<file path="src/rtl/stt_pkg.sv">
`default_nettype none

package stt_pkg;

    // Fixed field widths of the request and result ports
    localparam int OPCODE_W    = 3;
    localparam int SLOT_IN_W   = 4;
    localparam int PERIOD_W    = 32;
    localparam int KIND_W      = 2;
    localparam int SLOT_OUT_W  = 4;

    // Defaults for the top-level parameters
    localparam int DEF_NUM_SLOTS   = 16;
    localparam int DEF_COUNT_WIDTH = 32;

    // Cap on fired results reported by one tick
    localparam int MAX_RESULTS = 16;
    localparam int FIRE_CNT_W  = $clog2(MAX_RESULTS + 1);

    typedef enum logic [OPCODE_W-1:0] {
        OP_TICK    = 3'd0,
        OP_ALLOC   = 3'd1,
        OP_FREE    = 3'd2,
        OP_RESET   = 3'd3,
        OP_CONSUME = 3'd4
    } t_op;

    typedef enum logic [KIND_W-1:0] {
        KIND_DONE  = 2'd0,
        KIND_FIRED = 2'd1,
        KIND_FULL  = 2'd2,
        KIND_NOEV  = 2'd3
    } t_kind;

    // Commands from the controller to the datapath
    typedef struct packed {
        logic capture;
        logic idx_clr;
        logic idx_inc;
        logic rd_scan;
        logic rd_sel;
        logic tick_upd;
        logic alloc_take;
        logic rst_apply;
        logic free_apply;
        logic consume_apply;
        logic hold_clr;
        logic out_done;
        logic out_alloc;
        logic out_full;
        logic out_final;
    } t_cmd;

    // Status from the datapath to the controller
    typedef struct packed {
        logic out_free;
        logic idx_last;
        logic idx_free;
        logic tick_emit;
    } t_sts;

endpackage

`default_nettype wire

</file>
<file path="src/rtl/stt_ctrl.sv">
`default_nettype none

module stt_ctrl (
    input  wire logic                          i_clk,
    input  wire logic                          i_rst_n,
    input  wire logic                          i_valid,
    output logic                               o_ready,
    input  wire logic [stt_pkg::OPCODE_W-1:0]  i_opcode,
    input  wire stt_pkg::t_sts                 i_sts,
    output stt_pkg::t_cmd                      o_cmd
);

    typedef enum logic [7:0] {
        S_IDLE     = 8'b0000_0001,
        S_TICK_RD  = 8'b0000_0010,
        S_TICK_UPD = 8'b0000_0100,
        S_TICK_END = 8'b0000_1000,
        S_ALLOC    = 8'b0001_0000,
        S_RST_RD   = 8'b0010_0000,
        S_RST_WR   = 8'b0100_0000,
        S_DONE     = 8'b1000_0000
    } t_state;

    t_state                         r_state, n_state;
    logic [stt_pkg::OPCODE_W-1:0]   r_op, n_op;

    always_ff @(posedge i_clk) begin
        if (!i_rst_n) begin
            r_state <= S_IDLE;
            r_op    <= stt_pkg::OP_TICK;
        end else begin
            r_state <= n_state;
            r_op    <= n_op;
        end
    end

    assign o_ready = (r_state == S_IDLE);

    always_comb begin
        n_state = r_state;
        n_op    = r_op;
        o_cmd   = '0;
        unique case (r_state)
            S_IDLE: begin
                if (i_valid) begin
                    o_cmd.capture = 1'b1;
                    n_op          = i_opcode;
                    unique case (i_opcode)
                        stt_pkg::OP_TICK: begin
                            o_cmd.idx_clr  = 1'b1;
                            o_cmd.hold_clr = 1'b1;
                            n_state        = S_TICK_RD;
                        end
                        stt_pkg::OP_ALLOC: begin
                            o_cmd.idx_clr = 1'b1;
                            n_state       = S_ALLOC;
                        end
                        stt_pkg::OP_RESET: n_state = S_RST_RD;
                        default:           n_state = S_DONE;
                    endcase
                end
            end
            S_TICK_RD: begin
                o_cmd.rd_scan = 1'b1;
                n_state       = S_TICK_UPD;
            end
            S_TICK_UPD: begin
                // hold the slot while an earlier firing still waits for the output
                if (!(i_sts.tick_emit && !i_sts.out_free)) begin
                    o_cmd.tick_upd = 1'b1;
                    if (i_sts.idx_last) begin
                        n_state = S_TICK_END;
                    end else begin
                        o_cmd.idx_inc = 1'b1;
                        o_cmd.rd_scan = 1'b1;
                    end
                end
            end
            S_TICK_END: begin
                if (i_sts.out_free) begin
                    o_cmd.out_final = 1'b1;
                    n_state         = S_IDLE;
                end
            end
            S_ALLOC: begin
                if (i_sts.idx_free) begin
                    if (i_sts.out_free) begin
                        o_cmd.alloc_take = 1'b1;
                        o_cmd.out_alloc  = 1'b1;
                        n_state          = S_IDLE;
                    end
                end else if (i_sts.idx_last) begin
                    if (i_sts.out_free) begin
                        o_cmd.out_full = 1'b1;
                        n_state        = S_IDLE;
                    end
                end else begin
                    o_cmd.idx_inc = 1'b1;
                end
            end
            S_RST_RD: begin
                o_cmd.rd_sel = 1'b1;
                n_state      = S_RST_WR;
            end
            S_RST_WR: begin
                o_cmd.rst_apply = 1'b1;
                n_state         = S_DONE;
            end
            S_DONE: begin
                if (i_sts.out_free) begin
                    o_cmd.out_done      = 1'b1;
                    o_cmd.free_apply    = (r_op == stt_pkg::OP_FREE);
                    o_cmd.consume_apply = (r_op == stt_pkg::OP_CONSUME);
                    n_state             = S_IDLE;
                end
            end
            default: n_state = S_IDLE;
        endcase
    end

endmodule

`default_nettype wire

</file>
<file path="src/rtl/stt_dp.sv">
`default_nettype none

module stt_dp #(
    parameter int NUM_SLOTS   = stt_pkg::DEF_NUM_SLOTS,
    parameter int COUNT_WIDTH = stt_pkg::DEF_COUNT_WIDTH
) (
    input  wire logic                            i_clk,
    input  wire logic                            i_rst_n,
    input  wire stt_pkg::t_cmd                   i_cmd,
    output stt_pkg::t_sts                        o_sts,
    input  wire logic [stt_pkg::SLOT_IN_W-1:0]   i_slot_index,
    input  wire logic [stt_pkg::PERIOD_W-1:0]    i_period_ticks,
    input  wire logic                            i_one_shot,
    output logic                                 o_valid,
    input  wire logic                            i_ready,
    output logic [stt_pkg::KIND_W-1:0]           o_kind,
    output logic [stt_pkg::SLOT_OUT_W-1:0]       o_slot_out,
    output logic                                 o_last
);

    localparam int SW = (NUM_SLOTS > 1) ? $clog2(NUM_SLOTS) : 1;
    localparam int CW = COUNT_WIDTH;

    // Period and count share one word: {period, count}
    logic [2*CW-1:0]                    r_mem [NUM_SLOTS];
    logic [2*CW-1:0]                    r_rd_data;

    logic [NUM_SLOTS-1:0]               r_used;
    logic [NUM_SLOTS-1:0]               r_pending;
    logic [NUM_SLOTS-1:0]               r_oneshot;

    logic [SW-1:0]                      r_idx, n_idx;
    logic [stt_pkg::SLOT_IN_W-1:0]      r_sel;
    logic [CW-1:0]                      r_period;
    logic                               r_mode;

    logic                               r_hold_valid;
    logic [stt_pkg::SLOT_OUT_W-1:0]     r_hold_slot;
    logic [stt_pkg::FIRE_CNT_W-1:0]     r_fire_cnt;

    logic                               r_out_valid;
    logic [stt_pkg::KIND_W-1:0]         r_out_kind;
    logic [stt_pkg::SLOT_OUT_W-1:0]     r_out_slot;
    logic                               r_out_last;

    logic [CW-1:0]                      rd_p, rd_c, new_c;
    logic                               active, hold_os, fire, report, emit;
    logic                               sel_ok, sel_used;
    logic [SW-1:0]                      sel_addr, rd_addr, wr_addr;
    logic                               wr_en;
    logic [2*CW-1:0]                    wr_data;
    logic                               out_free, load_any;
    logic [stt_pkg::KIND_W-1:0]         ld_kind;
    logic [stt_pkg::SLOT_OUT_W-1:0]     ld_slot;
    logic                               ld_last;

    assign rd_p     = r_rd_data[2*CW-1:CW];
    assign rd_c     = r_rd_data[CW-1:0];
    assign active   = r_used[r_idx] && (rd_p != '0);
    assign hold_os  = r_oneshot[r_idx] && r_pending[r_idx];
    assign fire     = active && !hold_os && (rd_c == CW'(1));
    assign new_c    = (hold_os || fire) ? rd_p : rd_c - CW'(1);
    assign report   = fire && (r_fire_cnt < stt_pkg::FIRE_CNT_W'(stt_pkg::MAX_RESULTS));
    assign emit     = report && r_hold_valid;

    assign sel_ok   = (32'(r_sel) < NUM_SLOTS);
    assign sel_addr = SW'(r_sel);
    assign sel_used = sel_ok && r_used[sel_addr];

    assign out_free = !r_out_valid || i_ready;

    always_comb begin
        n_idx = r_idx;
        if (i_cmd.idx_clr) begin
            n_idx = '0;
        end else if (i_cmd.idx_inc) begin
            n_idx = r_idx + SW'(1);
        end
    end

    assign rd_addr = i_cmd.rd_sel ? sel_addr : n_idx;

    always_comb begin
        wr_en   = 1'b0;
        wr_addr = r_idx;
        wr_data = {rd_p, new_c};
        if (i_cmd.tick_upd && active) begin
            wr_en = 1'b1;
        end else if (i_cmd.alloc_take) begin
            wr_en   = 1'b1;
            wr_data = {r_period, r_period};
        end else if (i_cmd.rst_apply && sel_used) begin
            wr_en   = 1'b1;
            wr_addr = sel_addr;
            wr_data = {rd_p, rd_p};
        end
    end

    always_ff @(posedge i_clk) begin
        if (wr_en) begin
            r_mem[wr_addr] <= wr_data;
        end
        if (i_cmd.rd_scan || i_cmd.rd_sel) begin
            r_rd_data <= r_mem[rd_addr];
        end
    end

    // Request capture
    always_ff @(posedge i_clk) begin
        if (i_cmd.capture) begin
            r_sel    <= i_slot_index;
            r_period <= CW'(i_period_ticks);
            r_mode   <= i_one_shot;
        end
        if (i_cmd.alloc_take) begin
            r_oneshot[r_idx] <= r_mode;
        end
    end

    always_ff @(posedge i_clk) begin
        if (!i_rst_n) begin
            r_used    <= '0;
            r_pending <= '0;
            r_idx     <= '0;
        end else begin
            r_idx <= n_idx;
            if (i_cmd.tick_upd && fire) begin
                r_pending[r_idx] <= 1'b1;
            end
            if (i_cmd.alloc_take) begin
                r_used[r_idx]    <= 1'b1;
                r_pending[r_idx] <= 1'b0;
            end
            if (i_cmd.free_apply && sel_ok) begin
                r_used[sel_addr]    <= 1'b0;
                r_pending[sel_addr] <= 1'b0;
            end
            if ((i_cmd.rst_apply || i_cmd.consume_apply) && sel_used) begin
                r_pending[sel_addr] <= 1'b0;
            end
        end
    end

    // Most recent firing is held back until it is known whether it is the final one
    always_ff @(posedge i_clk) begin
        if (!i_rst_n) begin
            r_hold_valid <= 1'b0;
            r_fire_cnt   <= '0;
        end else if (i_cmd.hold_clr) begin
            r_hold_valid <= 1'b0;
            r_fire_cnt   <= '0;
        end else if (i_cmd.tick_upd && report) begin
            r_hold_valid <= 1'b1;
            r_fire_cnt   <= r_fire_cnt + stt_pkg::FIRE_CNT_W'(1);
        end
    end

    always_ff @(posedge i_clk) begin
        if (i_cmd.tick_upd && report) begin
            r_hold_slot <= stt_pkg::SLOT_OUT_W'(r_idx);
        end
    end

    assign load_any = i_cmd.out_done || i_cmd.out_alloc || i_cmd.out_full
                   || i_cmd.out_final || (i_cmd.tick_upd && emit);

    always_comb begin
        ld_kind = stt_pkg::KIND_DONE;
        ld_slot = '0;
        ld_last = 1'b1;
        if (i_cmd.out_alloc) begin
            ld_slot = stt_pkg::SLOT_OUT_W'(r_idx);
        end else if (i_cmd.out_full) begin
            ld_kind = stt_pkg::KIND_FULL;
        end else if (i_cmd.out_final) begin
            ld_kind = r_hold_valid ? stt_pkg::KIND_FIRED : stt_pkg::KIND_NOEV;
            ld_slot = r_hold_valid ? r_hold_slot : '0;
        end else if (i_cmd.tick_upd) begin
            ld_kind = stt_pkg::KIND_FIRED;
            ld_slot = r_hold_slot;
            ld_last = 1'b0;
        end
    end

    always_ff @(posedge i_clk) begin
        if (!i_rst_n) begin
            r_out_valid <= 1'b0;
        end else if (load_any) begin
            r_out_valid <= 1'b1;
        end else if (i_ready) begin
            r_out_valid <= 1'b0;
        end
    end

    always_ff @(posedge i_clk) begin
        if (load_any) begin
            r_out_kind <= ld_kind;
            r_out_slot <= ld_slot;
            r_out_last <= ld_last;
        end
    end

    assign o_valid    = r_out_valid;
    assign o_kind     = r_out_kind;
    assign o_slot_out = r_out_slot;
    assign o_last     = r_out_last;

    assign o_sts.out_free  = out_free;
    assign o_sts.idx_last  = (r_idx == SW'(NUM_SLOTS - 1));
    assign o_sts.idx_free  = !r_used[r_idx];
    assign o_sts.tick_emit = emit;

    a_load_when_free: assert property (@(posedge i_clk) disable iff (!i_rst_n)
        load_any |-> out_free)
        else $error("result register overwritten while still held");

    a_fire_cap: assert property (@(posedge i_clk) disable iff (!i_rst_n)
        r_fire_cnt <= stt_pkg::FIRE_CNT_W'(stt_pkg::MAX_RESULTS))
        else $error("fired result count beyond cap");

    a_hold_counted: assert property (@(posedge i_clk) disable iff (!i_rst_n)
        r_hold_valid |-> (r_fire_cnt != '0))
        else $error("held firing without a count");

    a_idx_range: assert property (@(posedge i_clk) disable iff (!i_rst_n)
        32'(r_idx) < NUM_SLOTS)
        else $error("slot index beyond table");

endmodule

`default_nettype wire

</file>
<file path="src/rtl/software_timer_table.sv">
`default_nettype none

// Channel   | Direction | Handshake          | Payload
// ----------+-----------+--------------------+------------------------------------------
// request   | in        | i_valid / o_ready  | i_opcode, i_slot_index, i_period_ticks,
//           |           |                    | i_one_shot
// result    | out       | o_valid / i_ready  | o_kind, o_slot_out, o_last
//
// One request is worked on at a time; o_ready is high only while the controller is idle.
// Tick: one slot per cycle through the period/count memory unless a firing waits on
// the result path (read one slot while writing back the one before). Allocate: walks
// the used marks from slot 0. Free, consume: applied at done; reset: read, write back.
// Reset (i_rst_n low, synchronous) clears used and pending marks and all control state;
// period, count and mode are written by allocate before they are ever read.
// A result waits in the output register while a stall lasts; the next request is still
// taken, and a tick stalls at a firing slot while an earlier firing waits for output.

module software_timer_table #(
    parameter int NUM_SLOTS   = stt_pkg::DEF_NUM_SLOTS,
    parameter int COUNT_WIDTH = stt_pkg::DEF_COUNT_WIDTH
) (
    input  wire logic                            i_clk,
    input  wire logic                            i_rst_n,
    input  wire logic                            i_valid,
    output logic                                 o_ready,
    input  wire logic [stt_pkg::OPCODE_W-1:0]    i_opcode,
    input  wire logic [stt_pkg::SLOT_IN_W-1:0]   i_slot_index,
    input  wire logic [stt_pkg::PERIOD_W-1:0]    i_period_ticks,
    input  wire logic                            i_one_shot,
    output logic                                 o_valid,
    input  wire logic                            i_ready,
    output logic [stt_pkg::KIND_W-1:0]           o_kind,
    output logic [stt_pkg::SLOT_OUT_W-1:0]       o_slot_out,
    output logic                                 o_last
);

    // Controller drives commands, datapath answers with status
    stt_pkg::t_cmd cmd;
    stt_pkg::t_sts sts;

    // Sequence each request: decode opcode, step the slot scan, pace results
    stt_ctrl u_ctrl (
        .i_clk    (i_clk),
        .i_rst_n  (i_rst_n),
        .i_valid  (i_valid),
        .o_ready  (o_ready),
        .i_opcode (i_opcode),
        .i_sts    (sts),
        .o_cmd    (cmd)
    );

    // Hold the slot table, the scan index and the result register
    stt_dp #(
        .NUM_SLOTS   (NUM_SLOTS),
        .COUNT_WIDTH (COUNT_WIDTH)
    ) u_dp (
        .i_clk          (i_clk),
        .i_rst_n        (i_rst_n),
        .i_cmd          (cmd),
        .o_sts          (sts),
        .i_slot_index   (i_slot_index),
        .i_period_ticks (i_period_ticks),
        .i_one_shot     (i_one_shot),
        .o_valid        (o_valid),
        .i_ready        (i_ready),
        .o_kind         (o_kind),
        .o_slot_out     (o_slot_out),
        .o_last         (o_last)
    );

endmodule

`default_nettype wire
</file>
<file path="config.mk">
export PLATFORM = sky130hd
export DESIGN_NAME = software_timer_table
export DESIGN_NICKNAME = d
export VERILOG_FILES = /design/src/rtl/stt_pkg.sv /design/src/rtl/stt_ctrl.sv /design/src/rtl/stt_dp.sv /design/src/rtl/software_timer_table.sv
export SDC_FILE = /design/constraint.sdc
export NUM_CORES = 2
export LEC_CHECK = 0
export ABC_AREA = 0
export BUFFER_PORTS_ARGS = -buffer_cell sky130_fd_sc_hd__buf_4
export CORE_MARGIN = 2
export CORE_UTILIZATION = 60
export CTS_BUF_LIST = sky130_fd_sc_hd__clkbuf_4
export DETAILED_ROUTE_END_ITERATION = 16
export PLACE_DENSITY_LB_ADDON = 0.12
export SLEW_MARGIN = 15
export SYNTH_ARGS = -nofsm -noshare
export SYNTH_HDL_FRONTEND = slang
export SYNTH_SLANG_ARGS = --single-unit
</file>
<file path="constraint.sdc">
create_clock -name i_clk -period 9.35 [get_ports i_clk]
set_input_delay 2.805 -clock i_clk [delete_from_list [all_inputs] [get_ports i_clk]]
set_output_delay 2.805 -clock i_clk [all_outputs]
set_load 0.03 [all_outputs]
</file>
# After elaboration in Yosys (flattened, before gate mapping)
# Memory sizes are Yosys's and may differ from the RTL's. A register that Yosys moved wholly into a read port is not among the register bits.
# Cells that the tools add are included.
totals:
  reg_bits: 118
  ramBits: 1024
  inputBits: 44
  out_inout_bits: 9
  elab_cells: 173
  memories: 1
op_classes:
  n_addsub: 3
  magnitude_cmp: 5
  n_eq_ne: 18
  n_mux: 84
  n_bitwise: 9
  n_reduce_logical: 36
mem_list:
  columns: ["name", "depth", "word_bits", "read_ports", "rd_clocked_by_memory_dff", "wr", "line", "source"]
  rows:
  - ["u_dp.r_mem", 16, 64, 1, 1, 1, "stt_dp.sv:25", "logic [2*CW-1:0] r_mem [NUM_SLOTS];"]
ops:
  columns: ["operator", "n"]
  rows:
  - ["2-to-1 mux 16 bit", 10]
  - ["2-to-1 mux 64 bit", 2]
  - ["AND 16 bit", 4]
  - ["2-to-1 mux 32 bit", 2]
  - ["case mux 8 bit (7 select lines)", 1]
  - ["2-to-1 mux 8 bit", 6]
  - ["2-to-1 mux 4 bit", 11]
  - ["equality test 32 x 1 -> 1 bit, second input constant", 1]
  - ["2-to-1 mux 1 bit", 32]
  - ["NOT 16 bit", 2]
  - ["OR 16 bit", 2]
  - ["nonzero test 32 bit", 1]
  - ["subtractor 32 x 1 -> 32 bit, second input constant", 1]
  - ["case mux 8 bit (3 select lines)", 1]
  - ["2-to-1 mux 2 bit", 10]
  - ["binary-select mux 1 bit (select 4 bit)", 4]
  - ["bitwise mux 16 bit", 1]
  - ["logical AND 1 bit", 15]
  - ["< comparator 4 x 5 -> 1 bit, second input constant", 2]
  - ["demux 1 bit (select 4 bit)", 2]
  - ["equality test 8 x 1 -> 1 bit, second input constant", 1]
  - ["equality test 8 x 2 -> 1 bit, second input constant", 1]
  - ["equality test 8 x 3 -> 1 bit, second input constant", 1]
  - ["equality test 8 x 4 -> 1 bit, second input constant", 1]
  - ["other kinds (24)", 41]

# Longest topological paths before layout
depth:
  depth_word: 22
  ltp_mapped: 15
  depth_no_buf: 11

# By module
# Synthesis repeated with hierarchy kept, for this count alone.
hier_totals:
  hier_cells: 3814
  area_unflattened_um2: 49068.3
modules_own_cells:
  columns: ["module", "n_inst", "cells_each", "area_each_um2", "seq_area_each_um2"]
  rows:
  - ["stt_dp", 1, 3716, 48286.3, 35454.0]
  - ["stt_ctrl", 1, 98, 782.0, 220.2]

# Worst setup path before layout
# OpenSTA, ideal clock, no wires.
synth_path:
  path_kind: "input port to flip-flop"
  startpoint: "in i_ready"
  endpoint: "mem u_dp.r_mem[11][0] (netlist bit), enable pin"
  setup_ps: 493
  arrival_time_ps: 7007
  required_time_ps: 8857
  slack_ps: 1850
  path_stages: 9
  n_path_buf: 1
  cell_sequence: "nor2b_1 -> or3_1 -> clkbuf_1 -> nor3_1 -> a31o_2 -> a21oi_1 -> nor2_1 -> a32o_1 -> nor2b_1"
synth_between:
  elab_chain_len: 9
  word_cells_on_any_way: 15
  cone_classes: "mux: 11; reduce/logical: 4"
synth_lines:
  columns: ["item", "line", "source"]
  rows:
  - ["start: declaration", "software_timer_table.sv:31", "input wire logic i_ready,"]
  - ["logical OR 1 bit *", "stt_dp.sv:70", "assign out_free = !r_out_valid || i_ready;"]
  - ["logical NOT 1 bit", "stt_ctrl.sv:69", "if (!(i_sts.tick_emit && !i_sts.out_free)) begin"]
  - ["logical AND 1 bit", "stt_ctrl.sv:69", null]
  - ["2-to-1 mux 1 bit", "stt_ctrl.sv:69", null]
  - ["2-to-1 mux 1 bit", "stt_ctrl.sv:43", "unique case (r_state)"]
  - ["logical AND 1 bit", "stt_dp.sv:87", "if (i_cmd.tick_upd && active) begin"]
  - ["2-to-1 mux 1 bit", "stt_dp.sv:87", null]
  - ["2-to-1 mux 1 bit", "stt_dp.sv:100", "if (wr_en) begin"]
  - ["2-to-1 mux 1 bit (not written as such)", "stt_dp.sv:101", "r_mem[wr_addr] <= wr_data;"]
  - ["end: declaration", "stt_dp.sv:25", null]
# Every way passes the cells marked *; elsewhere a longest branch is shown, timed or not.

# Worst setup path in the final report
layout_path:
  startpoint: "in i_ready"
  endpoint: "reg u_dp.r_rd_data[31], read port of u_dp.r_mem (data pin)"
layout_between:
  elab_chain_len: 8
  word_cells_on_any_way: 10
  cone_classes: "mux: 6; reduce/logical: 4"
layout_lines:
  columns: ["item", "line", "source"]
  rows:
  - ["logical OR 1 bit *", "stt_dp.sv:70", null]
  - ["logical NOT 1 bit *", "stt_ctrl.sv:69", null]
  - ["logical AND 1 bit *", "stt_ctrl.sv:69", null]
  - ["2-to-1 mux 2 bit *", "stt_ctrl.sv:69", null]
  - ["case mux 1 bit (2 select lines)", "stt_ctrl.sv:43", null]
  - ["2-to-1 mux 4 bit", "stt_dp.sv:76", "end else if (i_cmd.idx_inc) begin"]
  - ["2-to-1 mux 4 bit", "stt_dp.sv:74", "if (i_cmd.idx_clr) begin"]
  - ["2-to-1 mux 4 bit", "stt_dp.sv:81", "assign rd_addr = i_cmd.rd_sel ? sel_addr : n_idx;"]
  - ["end: declaration", "stt_dp.sv:26", "logic [2*CW-1:0] r_rd_data;"]
# Marked as above.
# A chain may end at the register's enable or synchronous reset.

==> metrics.txt <==
status=finished, final reports clean; Synth area leaders=edfxtp_1 (71%), mux4_2 (6.8%), mux2_2 (3.0%); Detail Placement HPWL=64850 um; drt initial violations=3693; largest net degree at the start of global routing=between 100 and 150; CP max FO=93; crit start category=input pin; Synth top cells by count=edfxtp_1 (1152), nand2_1 (155), mux4_2 (146), o21ai_0 (143), mux2i_1 (138); CTS tree=built; Synth Flop Type=edfxtp_1; GPL Wtd Cong=0.8887; CTS max path bufs=4; minimum clock period=just under 6 ns; count leader, synth=edfxtp_1; vias in the first global route=slightly below 30000; Rel. slew slack=17.43%; Worst setup EP type=flop; critical path capture point=u_dp.r_rd_data[31]; die span in x=288.8 um; WL per Instance=between 20 and 30 um; Worst-Margin Slew=approximately 1.2 ns; DR pass1 iterations=6; via count=28690; first-pass GRT wire length=185500 um; Initial Util=60.51%; core area=0.08042 mm^2; Synth Area per Inst=roughly 18 um^2; max_cap viols=0; R2R Path End=u_dp.r_rd_data[7]; Worst Setup SP=i_ready; CTS buffer count=320; worst reg2reg path depth=10; GR Overflow Total=0; # port buffers=52; Yosys warning total=0; Register Area=0.03567 mm^2; Max Clk Rate=173.5 MHz; # DRC=0; cell area after placement=about 0.050 mm^2; peak supply drop=approximately 0.17 mV; clock root buffer=clkbuf_4; Post-CTS Setup Bufs=0; clock latency on the worst-skew pair=1.16 ns; H-tree level count=5; share of cells above drive strength 1=between 20% and 30%; unrepaired setup endpoints after global routing=false; clk sinks=1206; Pins Over Slew Limit=0; Final Routed Wirelength=127100 um; Post-Synthesis Cells=2756; setup_tns=0 ns; register area share after synthesis=73.31%; FF-to-FF Start=u_dp.r_rd_data[48]; Hold WC Path Type=flop to flop; Post-Layout Inst Area=0.05426 mm^2; Hold WS=roughly 0.43 ns; clk_skew=between 0.1 and 0.15 ns; Final Cycle Share=around three fifths; Worst EP arrival=between 6 and 7 ns; multi-input logic area=roughly 0.012 mm^2; initial antenna violation count=2; endpoints failing hold=0; Power Density=193.5 mW/mm^2; FP Rows=104; Synth top area share=a little under three quarters; pre-CTS setup slack=between 2 and 2.5 ns; area delta synth->final=11.50%; Post-synth EDFFs=1152; Yosys top cell by area=edfxtp_1; antenna-violating nets left=0; Fillers=5422; final total power=10.50 mW; final-report setup violation count=0; Mapped Nets=roughly 2800; Total Routing Usage GR=between 30% and 40%; mapped cell area=between 0.04 and 0.05 mm^2; #FFs+latches synth=1206; vias per cell=6.715; CTS resizes=0; critical path type=input pin to flop; die height=roughly 290 um; setup ws final=3.587 ns; cell leakage power=18.56 nW; Post-synth ARST share=0%; I/O pin count=53; final net count=3072; Hold Buf Count CTS=0; Worst EP required=10.14 ns; die area=around 0.083 mm^2; Worst-path clk slew=about 0.060 ns; Distinct cells, synth=68; R2R Setup Slk=about 3.7 ns
==> layout by cell type (no fill, tap or decap), types with 10 or more instances in the layout <==
master / synthesis / layout
o21ai_0: 143 / 140
nand2b_1: 11 / 11
buf_4: 15 / 107
mux2_2: 129 / 129
o221ai_1: 65 / 65
nand4_1: 10 / 10
mux4_2: 146 / 146
a2111oi_0: 17 / 17
clkbuf_4: 0 / 459
xor2_1: 12 / 12
o2111ai_1: 63 / 63
xnor2_1: 17 / 17
and3_1: 18 / 18
edfxtp_1: 1152 / 1152
o221a_2: 16 / 16
a21oi_1: 38 / 38
nor2_4: 0 / 16
clkinv_1: 1 / 42
nand2_1: 155 / 153
a211o_1: 65 / 65
mux2i_1: 138 / 138
inv_1: 12 / 11
nor2_1: 78 / 62
o211ai_1: 18 / 18
nor3_1: 24 / 22
o21a_1: 67 / 67
nor4_1: 24 / 23
nand3_1: 13 / 13
dfxtp_1: 54 / 54
==> how the worst min path moves through the flow <==
stage,startpoint,end,slack [ns],cells after the start
global placement,u_dp.r_idx[0],u_dp.r_hold_slot[0],0.42,0
finish,u_dp.r_idx[0],u_dp.r_hold_slot[0],0.43,0
global route,u_dp.r_idx[0],u_dp.r_hold_slot[0],0.44,0
detailed placement,u_dp.r_idx[0],u_dp.r_hold_slot[0],0.42,0
floorplan,u_dp.r_idx[2],u_dp.r_hold_slot[2],0.40,0
CTS,u_dp.r_idx[0],u_dp.r_hold_slot[0],0.44,0
==> per-stage QoR <==
step	util, %	cells
floorplan	-	2756
global placement	62.69	3753
detailed placement	62.71	3754
CTS	67.41	4266
global route	67.47	4273
finish	67.47	4273
==> area by class of cell <==
class | instances | share of cell area (%)
Multi-Input combinational cell | 1362 | 22.93
Sequential cell | 1206 | 65.75
Inverter | 14 | 0.09685
Tap cell | 1060 | 2.444
Clock buffer | 457 | 6.323
Clock inverter | 55 | 0.6434
Timing Repair Buffer | 117 | 1.803
Antenna cell | 2 | 0.009224
==> layer usage <==
| layer | global-route usage (%) | share of wire, % | up-vias |
|---|---|---|---|
| met3 | 6.651 | 9.9 | 233 |
| li1 | - | - | 12000 |
| met5 | 0 | 0 | - |
| met2 | 49.46 | 49 | 1779 |
| met1 | 42.78 | 39 | 14680 |
| met4 | 10.50 | 2.3 | 0 |
==> critical path: stages <==
cell and delay (ns):
buf_4 0.11, nand2b_1 0.17, nor3_1 0.27, o21ai_1 0.16, a2111o_1 0.49, a21oi_1 0.39, a221o_4 0.86, buf_12 0.51
mux4_2 0.41, o21ai_0 0.10, o2111ai_1 0.14
==> flip-flops by register name, indices dropped and copies added (netlist names), 5 cells and up <==
| register | count |
|---|---|
| u_dp.r_mem | 1024 |
| u_dp.r_used | 16 |
| u_dp.r_pending | 16 |
| u_dp.r_fire_cnt | 5 |
| u_dp.r_oneshot | 16 |
| u_ctrl.r_state | 8 |
| u_dp.r_rd_data | 64 |
| u_dp.r_period | 32 |
==> logic make-up after synthesis <==
| kind of cell | count (synthesis) | synth area share, % |
|---|---|---|
| AND/OR/NAND/NOR | 373 | 3.589 |
| flip-flops | 1206 | 73.31 |
| buffers and inverters | 188 | 1.638 |
| adder cells (fa/ha/maj) | 7 | 0.1800 |
| XOR/XNOR | 29 | 0.5220 |
| AO/OA/AOI/OAI | 540 | 8.179 |
| multiplexers | 413 | 12.58 |
==> where the power goes <==
group	switching [mW]	internal, mW
clock network	2.02	2.36
registers	0.0320	5.89
logic	0.130	0.0631
Power figures use the tool's default switching activity.
